$ cat config.mk
export PLATFORM = sky130hd
export DESIGN_NAME = wld_cell
export DESIGN_NICKNAME = d
export VERILOG_FILES = /design/src/rtl/wld_pkg.sv /design/src/rtl/wld_cell.sv
export SDC_FILE = /design/constraint.sdc
export NUM_CORES = 1
export LEC_CHECK = 0
export BUFFER_PORTS_ARGS = -buffer_cell sky130_fd_sc_hd__buf_2
export CAP_MARGIN = 5
export CORE_ASPECT_RATIO = 1.4
export CORE_UTILIZATION = 25
export CTS_CLUSTER_DIAMETER = 60
export DETAILED_ROUTE_END_ITERATION = 7
export PLACE_DENSITY = 0.49
export SKIP_CTS_REPAIR_TIMING = 1
export SLEW_MARGIN = 20
export SYNTH_ARGS = -nofsm -noshare
export SYNTH_HDL_FRONTEND = slang
export SYNTH_SLANG_ARGS = --single-unit
$ cat constraint.sdc
create_clock -name i_clk -period 8.6 [get_ports i_clk]
set_input_delay 0.86 -clock i_clk [delete_from_list [all_inputs] [get_ports i_clk]]
set_output_delay 0.86 -clock i_clk [all_outputs]
set_load 0.005 [all_outputs]
$ cat src/rtl/wld_pkg.sv
// Package: shared types, codes and reset constants of the work lease dispatcher.
`timescale 1ns / 1ps

package wld_pkg;

    // Defaults for the top-level parameters.
    localparam int LEASE_DEPTH_DEF = 64;
    localparam int TIME_BITS_DEF   = 32;

    // Field widths fixed by the interface.
    localparam int UNIT_W    = 16;
    localparam int SCORE_W   = 20;
    localparam int SETTING_W = 29;
    localparam int TMO_W     = 31;
    localparam int OPEN_W    = 7;
    localparam int CFG_IDX_W = 2;

    // Register reset values.
    localparam logic [TMO_W-1:0]  LEASE_TIMEOUT_RST = TMO_W'(60 * 60);
    localparam logic [UNIT_W-1:0] UNIT_TOTAL_RST    = UNIT_W'(672);

    // Configuration register indexes.
    localparam logic [CFG_IDX_W-1:0] REG_LEASE_TIMEOUT = 2'd0;
    localparam logic [CFG_IDX_W-1:0] REG_UNIT_TOTAL    = 2'd1;

    // Action codes of an input beat.
    localparam logic [1:0] ACT_REQUEST = 2'd0;
    localparam logic [1:0] ACT_REPORT  = 2'd1;
    localparam logic [1:0] ACT_TICK    = 2'd2;

    // Reply kinds of a result beat.
    localparam logic [1:0] KIND_ASSIGNED = 2'd0;
    localparam logic [1:0] KIND_ALL_DONE = 2'd1;
    localparam logic [1:0] KIND_TICK_ACK = 2'd2;

    typedef enum logic [1:0] {
        S_IDLE,
        S_RETIRE,
        S_SEARCH
    } t_state;

    // Commands broadcast from the controller to every lease cell.
    typedef struct packed {
        logic              retire;
        logic              refresh;
        logic              append;
        logic [UNIT_W-1:0] done_unit;
        logic [UNIT_W-1:0] fresh_unit;
    } t_cell_ctrl;

endpackage

$ cat src/rtl/wld_cell.sv
// Lease cell: one slot of the packed lease table with its neighbor links.
`timescale 1ns / 1ps

module wld_cell import wld_pkg::*; #(
    parameter int IDX       = 0,
    parameter int TIME_BITS = TIME_BITS_DEF,
    parameter int CNT_W     = 7
) (
    input  logic                 i_clk,
    input  logic                 i_rst_n,
    input  t_cell_ctrl           i_ctrl,
    input  logic [TIME_BITS-1:0] i_now,
    input  logic [TMO_W-1:0]     i_timeout,
    input  logic [CNT_W-1:0]     i_count,
    input  logic                 i_match_seen,
    output logic                 o_match_seen,
    input  logic                 i_hit_seen,
    output logic                 o_hit_seen,
    input  logic [UNIT_W-1:0]    i_hit_unit,
    output logic [UNIT_W-1:0]    o_hit_unit,
    input  logic                 i_nb_valid,
    input  logic [UNIT_W-1:0]    i_nb_unit,
    input  logic [TIME_BITS-1:0] i_nb_start,
    output logic                 o_valid,
    output logic [UNIT_W-1:0]    o_unit,
    output logic [TIME_BITS-1:0] o_start
);

    localparam int CMP_W = (TIME_BITS > TMO_W) ? TIME_BITS : TMO_W;

    logic                 r_valid;
    logic [UNIT_W-1:0]    r_unit;
    logic [TIME_BITS-1:0] r_start;
    logic                 my_match;
    logic                 take_shift;
    logic [TIME_BITS-1:0] age;
    logic                 expired;
    logic                 first_hit;
    logic                 do_append;

    always_comb begin
        my_match     = r_valid && (r_unit == i_ctrl.done_unit);
        o_match_seen = i_match_seen || my_match;
        // Every slot from the first match onward pulls its right neighbor in.
        take_shift   = i_ctrl.retire && o_match_seen;
        age          = i_now - r_start;
        expired      = r_valid && (CMP_W'(age) > CMP_W'(i_timeout));
        first_hit    = expired && !i_hit_seen;
        o_hit_seen   = i_hit_seen || expired;
        o_hit_unit   = i_hit_unit | (first_hit ? r_unit : '0);
        do_append    = i_ctrl.append && (i_count == CNT_W'(IDX));
    end

    always_ff @(posedge i_clk) begin
        if (!i_rst_n) begin
            r_valid <= 1'b0;
        end else if (take_shift) begin
            r_valid <= i_nb_valid;
        end else if (do_append) begin
            r_valid <= 1'b1;
        end
    end

    always_ff @(posedge i_clk) begin
        if (take_shift) begin
            r_unit  <= i_nb_unit;
            r_start <= i_nb_start;
        end else if (do_append) begin
            r_unit  <= i_ctrl.fresh_unit;
            r_start <= i_now;
        end else if (i_ctrl.refresh && first_hit) begin
            r_start <= i_now;
        end
    end

    assign o_valid = r_valid;
    assign o_unit  = r_unit;
    assign o_start = r_start;

endmodule

==> results of run 1 <==
[worst register-to-register path, delay by kind of cell, from the launching register on]
kind | cells | cell delay (ns)
AND/OR/NAND/NOR | 2 | 0.36
buffers and inverters | 2 | 0.32
flip-flops | 1 | 0.36
AO/OA/AOI/OAI | 13 | 3.45
XOR/XNOR | 1 | 0.14
adder cells (fa/ha/maj) | 3 | 0.85
[synth_stat cells (3+ instances only)]
cell | number | area (sq um)
o31ai_2 | 7 | 87.58
and2_1 | 3 | 18.77
buf_1 | 5 | 18.77
a31oi_1 | 3 | 18.77
a21oi_1 | 24 | 120.1
nand4_1 | 7 | 43.79
nand3_1 | 8 | 40.04
nor4_1 | 4 | 25.02
o21ai_1 | 5 | 25.02
o21ai_0 | 13 | 65.06
o31ai_1 | 8 | 60.06
ha_1 | 62 | 775.7
and4_1 | 3 | 26.28
edfxtp_1 | 48 | 1441
mux2_2 | 49 | 551.8
o21bai_2 | 3 | 33.78
o21a_1 | 4 | 30.03
inv_1 | 89 | 334.1
nor2_1 | 22 | 82.58
xnor2_1 | 29 | 254.0
xor2_1 | 16 | 140.1
nand2_1 | 34 | 127.6
clkbuf_1 | 7 | 26.28
nor3_1 | 6 | 30.03
nor2b_1 | 4 | 25.02
a21o_1 | 29 | 217.7
nand2b_1 | 6 | 37.54
[per-layer routing]
layer,wire length [microns],vias up,track usage [%]
met4,194,0,3.929
li1,-,2407,-
met3,572,10,1.757
met2,8210,110,25.53
met5,0,-,0
met1,6700,2086,17.91
[registers in the layout (all words and copies together), names as in the netlist]
signal   count
o_start     32
o_valid      1
o_unit      16
[kinds of logic (layout without fill, tap and decap cells)]
logic type	after synthesis	after routing	share of synthesized area (%)
muxes	49	49	10.73
AOI/OAI and AO/OA	127	127	19.34
xor gates and xnor gates	45	45	7.662
buffers and inverters	103	340	7.760
adders and majority gates	63	63	15.47
and+or+nand+nor	108	108	10.63
DFF	49	49	28.41
[worst paths after layout]
check / start / endpoint / slack, ns
worst min-delay path: i_rst_n / o_valid / 0.77
worst max register to register: o_start[0] / o_start[12] / 2.85
worst max-delay path: i_now[0] / o_hit_unit[4] / 1.89
worst min register to register: o_valid / o_valid / 0.94
[metrics by stage]
| step | total power [W] | utilization, % | cell area (sq um) | hold slack (ns) |
|---|---|---|---|---|
| floorplan | 0.0005527 | - | 5144 | 0.6928 |
| global placement | 0.0006767 | 33.11 | 6620 | 0.9007 |
| detailed placement | 0.0006754 | 33.11 | 6620 | 0.8917 |
| CTS | 0.0008931 | 33.86 | 6770 | 0.7564 |
| global route | 0.0009489 | 33.99 | 6798 | 0.7649 |
| finish | 0.0008772 | 33.99 | 6798 | 0.7704 |
[cell type report]
type | count | share of cell area [%]
multi-input cells | 392 | 48.44
repair buffers | 243 | 18.30
clock buffers | 5 | 1.841
inverters | 89 | 4.914
clock inverters | 3 | 0.3681
flip-flops and latches | 49 | 21.50
well taps | 252 | 4.638
[power breakdown]
| group | internal (W) | total [W] | switching, W | leakage, nW |
|---|---|---|---|---|
| sequential | 0.000283 | 0.000297 | 0.0000136 | 0.460 |
| combinational | 0.000178 | 0.000372 | 0.000194 | 2.90 |
| clock | 0.000110 | 0.000208 | 0.0000986 | 0.0704 |
==> qor.txt, run 1 <==
FILL cells - 2163
fin nets - 1017
crit path kind - in -> out
Bufs on Longest Clock Path - 2
EDFF count, synth - 48
Routability Congestion - 0.8283
crit-path cells - buf_2, inv_1, ha_1, inv_1, fa_1, a21o_1, a31oi_1, o21ai_1, o31a_2, o211ai_2, a2111o_1, or2b_1, xor2_1, ha_1, a21o_1, a21o_1, a21o_1, a2111o_1, a211oi_1, nor2_1, a31oi_4, o31ai_1, buf_2
sequential share of the synthesized area - 28.41%
vias per cell - 4.466
most frequent cells in the layout - buf_2, inv_1, ha_1, mux2_2, edfxtp_1
skew final - 0.005105 ns
row count - 61
crit end category - output pin
GRT Total Usage - 14.35%
Avg Cell Area, Syn - 9.455 sq um
hold path cells - 3
FF-to-FF path depth - 21
Pleak - 3.429 nW
slowest cell delay on critical path - 0.62 ns
initial DRC count - 200
Placed Instances - 1024
CP Data Arrival Time - 5.85 ns
Synth Flop Type - edfxtp_1
# IOs - 241
FFs w/ async S/R, synth - 0%
gr ovfl total - 0
Antenna Nets Post-Route - 0
setup tns final - 0 ns
Non-Filler Instances - 1033
RSZ-0062 raised after global routing - no
First-pass DRT Iterations - 4
final hold vios - 0
slew of the pin with the lowest slew margin - 0.7648 ns
Clock Tree Root - clkbuf_16
fin crit period - 6.705 ns
Crit path buffers/inverters - 4
syn nets - 781
Peak VDD IR - 0.07367 mV
die height - 171.7 microns
commonest non-fill, non-tap cell in the layout - buf_2
htree depth - 2
status - finished clean
die area - 21160 sq um
Reg clk slew, reported paths - 0.07 ns
Unique masters post-synth - 65
Multi-input gate area - 3293 sq um
CTS Sinks - 49
Initial Util - 25.72%
layout cells sized above 1 - 42.00%
Remaining DRCs - 0
Area Overhead vs Synth - 32.16%
CTS buffer count - 5
delay-heaviest family, CP - compound AO/OA/AOI/OAI gates
total stage count of the critical path - 23
Worst slew margin - 49.01%
Cells after Synth - 544
number of global-route vias before repair - 4519
crit path max-delay cell type - a31oi_4
Fmax - 149.1 MHz
first-pass GRT wire length - 23.13 mm
final worst path period share - 77.97%
drt wl/cell - 15.18 microns
Setup violations, final - 0
CTS tree - done
Synth Warn # - 0
Crit path top cell by count - a21o_1
# diodes - 0
pin count of the biggest net entering global routing - 52
register area - 1461 sq um
I/O Buffers - 240
pre-CTS setup slack - 1.898 ns
Hold Path Class - in -> reg
Clk Latency, worst-skew pair - 0.30 ns
HPWL Detailed - 13.25 mm
Seq cells post-synth - 49
via count - 4613
Max-Cap Viols - 0
Post-Route WL - 15.68 mm
worst endpoint required time - 7.74 ns
initial antenna violation count - 0
P per Cell Area - 129.0 nW/um^2
Crit Path Max Fanout - 18
DIE WIDTH - 123.2 microns
worst setup margin - 1.895 ns
Core ar. - 20000 sq um
Syn Std Cell Area - 5144 sq um
crit path launch type - input pin
count of pins over their slew limit - 0
Note: power is estimated with default switching activity, not from simulation.
==> inputs of run 2 (changes only) <==
--- a/config.mk
+++ b/config.mk
@@ -5,6 +5,7 @@
 export SDC_FILE = /design/constraint.sdc
 export NUM_CORES = 1
 export LEC_CHECK = 0
+export ABC_AREA = 1
 export BUFFER_PORTS_ARGS = -buffer_cell sky130_fd_sc_hd__buf_2
 export CAP_MARGIN = 5
 export CORE_ASPECT_RATIO = 1.4
==> constraint.sdc (replaced) <==
create_clock -name i_clk -period 6.6 [get_ports i_clk]
set_input_delay 0.66 -clock i_clk [delete_from_list [all_inputs] [get_ports i_clk]]
set_output_delay 0.66 -clock i_clk [all_outputs]
set_load 0.005 [all_outputs]
==> run 2 against run 1 <==
  * Die area grew 1.1%
  * Register-to-register slack got worse by 0.86 ns
  * Final cell count increased by 17%
  * Highest routed layer unchanged
  * Critical endpoint is now o_hit_unit[14]
  * Sequential power increased by 30%
==> qor.txt, run 2 <==
reg-to-reg endpoint - o_start[18] (was o_start[12])
gr ovfl total - 0 (unchanged)
DIE WIDTH - 123.9 microns (was 123.2 microns)
crit end category - output pin (unchanged)
combinational fraction of design power - 42.0% (was 42.4%)
Cell Int Power - 0.0007131 W (was 0.0005711 W)
Pleak - 3.744 nW (was 3.429 nW)
Fmax - 197.7 MHz
final hold vios - 0 (unchanged)
layout cells sized above 1 - 28.42% (was 42.00%)
hold path cells - 3 (unchanged)
Synth Flop Type - edfxtp_1 (unchanged)
Max-Cap Viols - 0 (unchanged)
initial antenna violation count - 0 (unchanged)
Remaining DRCs - 0 (unchanged)
htree depth - 2 (unchanged)
worst setup margin - 1.541 ns (was 1.895 ns)
Syn Std Cell Area - 5204 sq um (was 5144 sq um)
Hold Path Class - in -> reg (unchanged)
Reg clk slew, reported paths - 0.07 ns (about the same)
fin crit period - 5.059 ns
HPWL Detailed - 14.19 mm (was 13.25 mm)
Worst slew margin - 27.26% (was 49.01%)
CTS Sinks - 49 (unchanged)
Crit Path Max Fanout - 18 (unchanged)
P per Cell Area - 167.8 nW/um^2 (was 129.0 nW/um^2)
Non-Filler Instances - 1213 (was 1033)
skew final - 0.006483 ns (was 0.005105 ns)
hold endpoint - o_valid (unchanged)
sw power - 0.0004303 W (was 0.0003061 W)
Peak VDD IR - 0.07450 mV (was 0.07367 mV)
Cells after Synth - 725 (was 544)
Bufs on Longest Clock Path - 2 (unchanged)
row count - 62 (was 61)
Placed Instances - 1205 (was 1024)
Setup violations, final - 0 (unchanged)
Synth top cells by count - nand2_1, inv_1, ha_1, nand3_1 (was inv_1, ha_1, mux2_2)
crit path kind - in -> out (unchanged)
FF-to-FF path depth - 30 (was 21)
Synth top area share - 27.70% (was 28.02%)
Routability Congestion - 0.8257 (was 0.8283)
Seq cells post-synth - 49 (unchanged)
# IOs - 241 (unchanged)
drt wl/cell - 14.27 microns (was 15.18 microns)
die area - 21400 sq um (was 21160 sq um)
First-pass DRT Iterations - 6 (was 4)
Clk network pwr share - 24.2% (was 23.7%)
sequential share of the synthesized area - 28.08% (was 28.41%)
status - finished clean (unchanged)
crit path launch - i_now[0] (unchanged)
fin nets - 1193 (was 1017)
RSZ-0062 raised after global routing - no (unchanged)
sequential share of power - 33.8% (about the same)
via count - 5385 (was 4613)
slew of the pin with the lowest slew margin - 1.091 ns (was 0.7648 ns)
Post-Route WL - 17.31 mm (was 15.68 mm)
die height - 172.7 microns (was 171.7 microns)
Antenna Nets Post-Route - 0 (unchanged)
I/O Buffers - 240 (unchanged)
count of pins over their slew limit - 0 (unchanged)
crit path launch type - input pin (unchanged)
crit path max-delay cell type - fa_1 (was a31oi_4)
Core ar. - 20480 sq um (was 20000 sq um)
grt met2 use - 31.64% (was 25.53%)
FFs w/ async S/R, synth - 0% (unchanged)
Initial Util - 25.41% (was 25.72%)
GR met3 Demand/Resource - 2.012% (was 1.757%)
max reg flops - 32 (unchanged)
final worst path period share - 76.65%
commonest non-fill, non-tap cell in the layout - buf_2 (unchanged)
Net Sw Frac - 37.63% (was 34.90%)
Area Overhead vs Synth - 30.95% (was 32.16%)
Unique masters post-synth - 41 (was 65)
CTS buffer count - 5 (unchanged)
CP Data Arrival Time - 4.40 ns (was 5.85 ns)
design area - 6814 sq um (was 6798 sq um)
number of global-route vias before repair - 5424 (was 4519)
r2r startpoint - o_start[0] (unchanged)
CTS tree - done (unchanged)
most frequent cells in the layout - buf_2, nand2_1, inv_1, nand3_1, ha_1 (was buf_2, inv_1, ha_1, mux2_2, edfxtp_1)
R2R Setup Slk - 1.99 ns (was 2.85 ns)
Synth Warn # - 0 (unchanged)
slowest cell delay on critical path - 0.40 ns (was 0.62 ns)
Clock Tree Root - clkbuf_16 (unchanged)
# diodes - 0 (unchanged)
setup tns final - 0 ns (unchanged)
min-delay src - i_rst_n (unchanged)
Most Crowded Layer GR - met2 (unchanged)
top-count cell post-synth - nand2_1 (was inv_1)
leading post-synthesis cells by cell area - edfxtp_1, nand2_1, ha_1 (was edfxtp_1, ha_1, mux2_2)
met1 GRT Util - 17.36% (was 17.91%)
worst endpoint required time - 5.94 ns (was 7.74 ns)
Avg Cell Area, Syn - 7.178 sq um (was 9.455 sq um)
first-pass GRT wire length - 26.77 mm (was 23.13 mm)
pre-CTS setup slack - 1.498 ns (was 1.898 ns)
DP Area - 6663 sq um (was 6620 sq um)
syn nets - 962 (was 781)
pin count of the biggest net entering global routing - 51 (was 52)
vias per cell - 4.439 (was 4.466)
initial DRC count - 186 (was 200)
GRT Total Usage - 16.02% (was 14.35%)
Crit path top cell by count - nand2_1 (was a21o_1)
cell type with the largest total area after synthesis - edfxtp_1 (unchanged)
EDFF count, synth - 48 (unchanged)
Clk Latency, worst-skew pair - 0.30 ns (about the same)
run 2: how the worst max path moves through the flow:
stage	slack, ns	endpoint
3_5_place_dp	1.50	o_start[18]
6_report	1.54	o_hit_unit[14]
2_1_floorplan	1.98	o_start[0]
4_1_cts	1.52	o_hit_unit[14]
3_3_place_gp	1.61	o_start[16]
5_1_grt	1.08	o_hit_unit[14]
run 2: area by class of cell:
type	instances	area (sq um)
multi-input cells	540	3218
clock inverters	3	26.28
fillers	2330	13670
inverters	117	439.2
flip-flops and latches	49	1461
clock buffers	5	125.1
repair buffers	243	1224
well taps	256	320.3
run 2: kinds of logic after synthesis:
kind of cell	Yosys count	share of synthesized area, %
AND/OR/NAND/NOR	350	29.65
buffers and inverters	136	10.17
AO/OA/AOI/OAI	85	9.738
adder cells (fa/ha/maj)	63	15.29
flip-flops	49	28.08
XOR/XNOR	42	7.069
run 2: power groups by stage:
stage                     registers (W)  logic, W  clock network [W]
after floorplan                0.000391  0.000318                  0
final                          0.000386  0.000480           0.000277
after global placement         0.000394  0.000483                  0
after global routing           0.000390  0.000553           0.000293
after CTS                      0.000387  0.000489           0.000288
after detailed placement       0.000394  0.000486                  0
run 2: per-layer routing:
metal,share of wire (%),wire (microns)
met1,40,6946
met2,54,9334
met3,4.9,852
met4,1.0,179
met5,0,0
run 2: stage by stage:
step           util (%)  hold WS (ns)  power (W)
2_1_floorplan         -        0.7020  0.0007087
3_3_place_gp      32.53        0.8383  0.0008762
3_5_place_dp      32.53        0.8556  0.0008797
4_1_cts           33.27        0.5993   0.001164
5_1_grt           33.27        0.6178   0.001236
6_report          33.27        0.6079   0.001143
run 2: worst max-delay path, delay by kind of cell:
kind            cells  cell delay, ns
compound gates      3            0.60
xor+xnor            1            0.15
buf+inv             5            0.42
simple gates       20            1.71
fa+ha+maj           3            0.86
==> inputs of run 3 (changes only) <==
--- a/config.mk
+++ b/config.mk
@@ -5,7 +5,7 @@
 export SDC_FILE = /design/constraint.sdc
 export NUM_CORES = 1
 export LEC_CHECK = 0
-export ABC_AREA = 1
+export ABC_AREA = 0
 export BUFFER_PORTS_ARGS = -buffer_cell sky130_fd_sc_hd__buf_2
 export CAP_MARGIN = 5
 export CORE_ASPECT_RATIO = 1.4
==> constraint.sdc (replaced) <==
create_clock -name i_clk -period 5.1 [get_ports i_clk]
set_input_delay 0.51 -clock i_clk [delete_from_list [all_inputs] [get_ports i_clk]]
set_output_delay 0.51 -clock i_clk [all_outputs]
set_load 0.005 [all_outputs]
==> run 3 against run 2 <==
  * The flow now finishes with violations (setup timing)
  * Final cell count decreased by 9.2%
  * Hold slack worse by 0.18 ns
  * First-iteration DRC count down 37%
  * Core utilization rose by 3.8 points
  * Sequential share of layout area decreased by 1.7 points
  * Non-clock buffer count grew 68
  * Sequential power up 29%
  * Die area down 1.1%
  * Clock-buffer cell count is 1 higher
  * Register-to-register slack worse by 2.0 ns
  * Clock power up 28%
  * Highest routed layer unchanged
==> qor.txt, run 3 (synthesis results as in run 1) <==
status - complete, but fails checks (was finished clean)
failing checks - setup timing
pin count of the biggest net entering global routing - 52 (was 51)
die height - 171.7 microns (was 172.7 microns)
first-pass GRT wire length - 23.43 mm (was 26.77 mm)
register area - 1461 sq um (unchanged)
slew of the pin with the lowest slew margin - 0.7210 ns (was 1.091 ns)
hold path cells - 3 (unchanged)
Post-Route WL - 15.94 mm (was 17.31 mm)
DIE WIDTH - 123.2 microns (was 123.9 microns)
row count - 61 (was 62)
Multi-input gate area - 3334 sq um (was 3218 sq um)
CTS tree - done (unchanged)
layout cells sized above 1 - 47.94% (was 28.42%)
die area - 21160 sq um (was 21400 sq um)
crit path launch - o_start[0] (was i_now[0])
most frequent cells in the layout - buf_2, inv_1, buf_4, ha_1, mux2_2 (was buf_2, nand2_1, inv_1, nand3_1, ha_1)
crit path kind - reg -> out (was in -> out)
skew final - 0.01030 ns (was 0.006483 ns)
fin crit period - 5.529 ns
Reg clk slew, reported paths - 0.08 ns (was 0.07 ns)
worst setup margin - -0.4287 ns (was 1.541 ns)
drt wl/cell - 14.48 microns (was 14.27 microns)
htree depth - 2 (unchanged)
Pleak - 3.776 nW (was 3.744 nW)
commonest non-fill, non-tap cell in the layout - buf_2 (unchanged)
CTS buffer count - 5 (unchanged)
max reg flops - 32 (unchanged)
Max-Cap Viols - 0 (unchanged)
design area - 7412 sq um (was 6814 sq um)
vias per cell - 4.431 (was 4.439)
HPWL Detailed - 13.39 mm (was 14.19 mm)
# diodes - 0 (unchanged)
Setup violations, final - 27 (was 0)
initial DRC count - 117 (was 186)
pre-CTS setup slack - -0.4837 ns (was 1.498 ns)
number of global-route vias before repair - 4755 (was 5424)
worst endpoint required time - 4.59 ns (was 5.94 ns)
r2r startpoint - o_start[0] (unchanged)
Antenna Nets Post-Route - 0 (unchanged)
final worst path period share - 108.4%
Initial Util - 25.72% (was 25.41%)
crit path launch type - flip-flop (was input pin)
P per Cell Area - 219.8 nW/um^2 (was 167.8 nW/um^2)
via count - 4879 (was 5385)
Clk Latency, worst-skew pair - 0.31 ns (was 0.30 ns)
# IOs - 241 (unchanged)
final hold vios - 0 (unchanged)
FF-to-FF path depth - 25 (was 30)
First-pass DRT Iterations - 4 (was 6)
Crit path top cell by count - a21o_1 (was nand2_1)
crit-path cells - ha_2, inv_2, fa_2, a21o_1, a31oi_1, buf_4, o21ai_2, o31a_2, o211ai_2, a2111o_1, or2b_1, xor2_1, ha_1, a21o_1, a21o_1, a21o_1, a2111o_1, a211oi_2, nor2_2, a31oi_4, buf_12, clkbuf_16, o31ai_2, buf_2
DP Area - 7116 sq um (was 6663 sq um)
Fmax - 180.9 MHz
CP Data Arrival Time - 5.02 ns (was 4.40 ns)
Area Overhead vs Synth - 44.10% (was 30.95%)
Peak VDD IR - 0.1277 mV (was 0.07450 mV)
Remaining DRCs - 0 (unchanged)
crit path max-delay cell type - a2111o_1 (was fa_1)
I/O Buffers - 240 (unchanged)
Routability Congestion - 0.7649 (was 0.8257)
Bufs on Longest Clock Path - 2 (unchanged)
count of pins over their slew limit - 0 (unchanged)
Worst slew margin - 51.82% (was 27.26%)
reg-to-reg endpoint - o_start[15] (was o_start[18])
R2R Setup Slk - -0.01 ns (was 1.99 ns)
Setup crit end - o_hit_unit[8] (was o_hit_unit[14])
Clock Tree Root - clkbuf_16 (unchanged)
crit end category - output pin (unchanged)
FILL cells - 2160 (was 2330)
fin nets - 1085 (was 1193)
Crit Path Max Fanout - 5 (was 18)
Non-Filler Instances - 1101 (was 1213)
Core ar. - 20000 sq um (was 20480 sq um)
gr ovfl total - 0 (unchanged)
initial antenna violation count - 0 (unchanged)
CTS Sinks - 49 (unchanged)
Hold Path Class - in -> reg (unchanged)
slowest cell delay on critical path - 0.40 ns (about the same)
RSZ-0062 raised after global routing - yes (was no)
Placed Instances - 1085 (was 1205)
GRT Total Usage - 14.49% (was 16.02%)
==> run 3: final cells by class <==
| cell class | count | share of cell area, % |
|---|---|---|
| Timing Repair Buffer | 311 | 24.59 |
| Inverter | 89 | 4.507 |
| Multi-Input combinational cell | 392 | 44.99 |
| Tap cell | 252 | 4.254 |
| Sequential cell | 49 | 19.72 |
| Clock inverter | 2 | 0.2026 |
| Clock buffer | 6 | 1.739 |
==> run 3: report_power, final <==
| group | total [W] | internal (W) | switching (W) |
|---|---|---|---|
| Combinational | 0.000777 | 0.000414 | 0.000363 |
| Sequential | 0.000498 | 0.000477 | 0.0000202 |
| Clock | 0.000355 | 0.000183 | 0.000172 |
==> run 3: through the flow <==
stage                     hold slack, ns  TNS (ns)  total power, W  utilization (%)
after floorplan                   0.6222         0       0.0009335                -
after global placement            0.7474    -14.45        0.001213            35.58
after detailed placement          0.7501    -17.00        0.001217            35.58
after CTS                         0.4208    -9.923        0.001585            36.30
after global routing              0.4290    -17.17        0.001756            37.07
final                             0.4295    -6.981        0.001629            37.07
==> run 3: how the worst min path moves through the flow <==
| stage | start | to | slack, ns |
|---|---|---|---|
| after global placement | i_rst_n | o_valid | 0.75 |
| after floorplan | i_rst_n | o_valid | 0.62 |
| after global routing | i_rst_n | o_valid | 0.43 |
| after CTS | i_rst_n | o_valid | 0.42 |
| after detailed placement | i_rst_n | o_valid | 0.75 |
| final | i_rst_n | o_valid | 0.43 |
==> run 3: critical path: cells and delay by family (launching register included) <==
kind	cells	cell delay [ns]
AOI/OAI and AO/OA	13	2.40
xor gates and xnor gates	1	0.14
and+or+nand+nor	2	0.32
buffers and inverters	5	0.63
adders and majority gates	3	0.82
DFF	1	0.38
==> run 3: per-layer routing <==
layer | track usage [%] | wire length, microns
met1 | 17.55 | 6815
met2 | 26.45 | 8377
met3 | 1.790 | 538
met4 | 3.876 | 209
met5 | 0 | 0
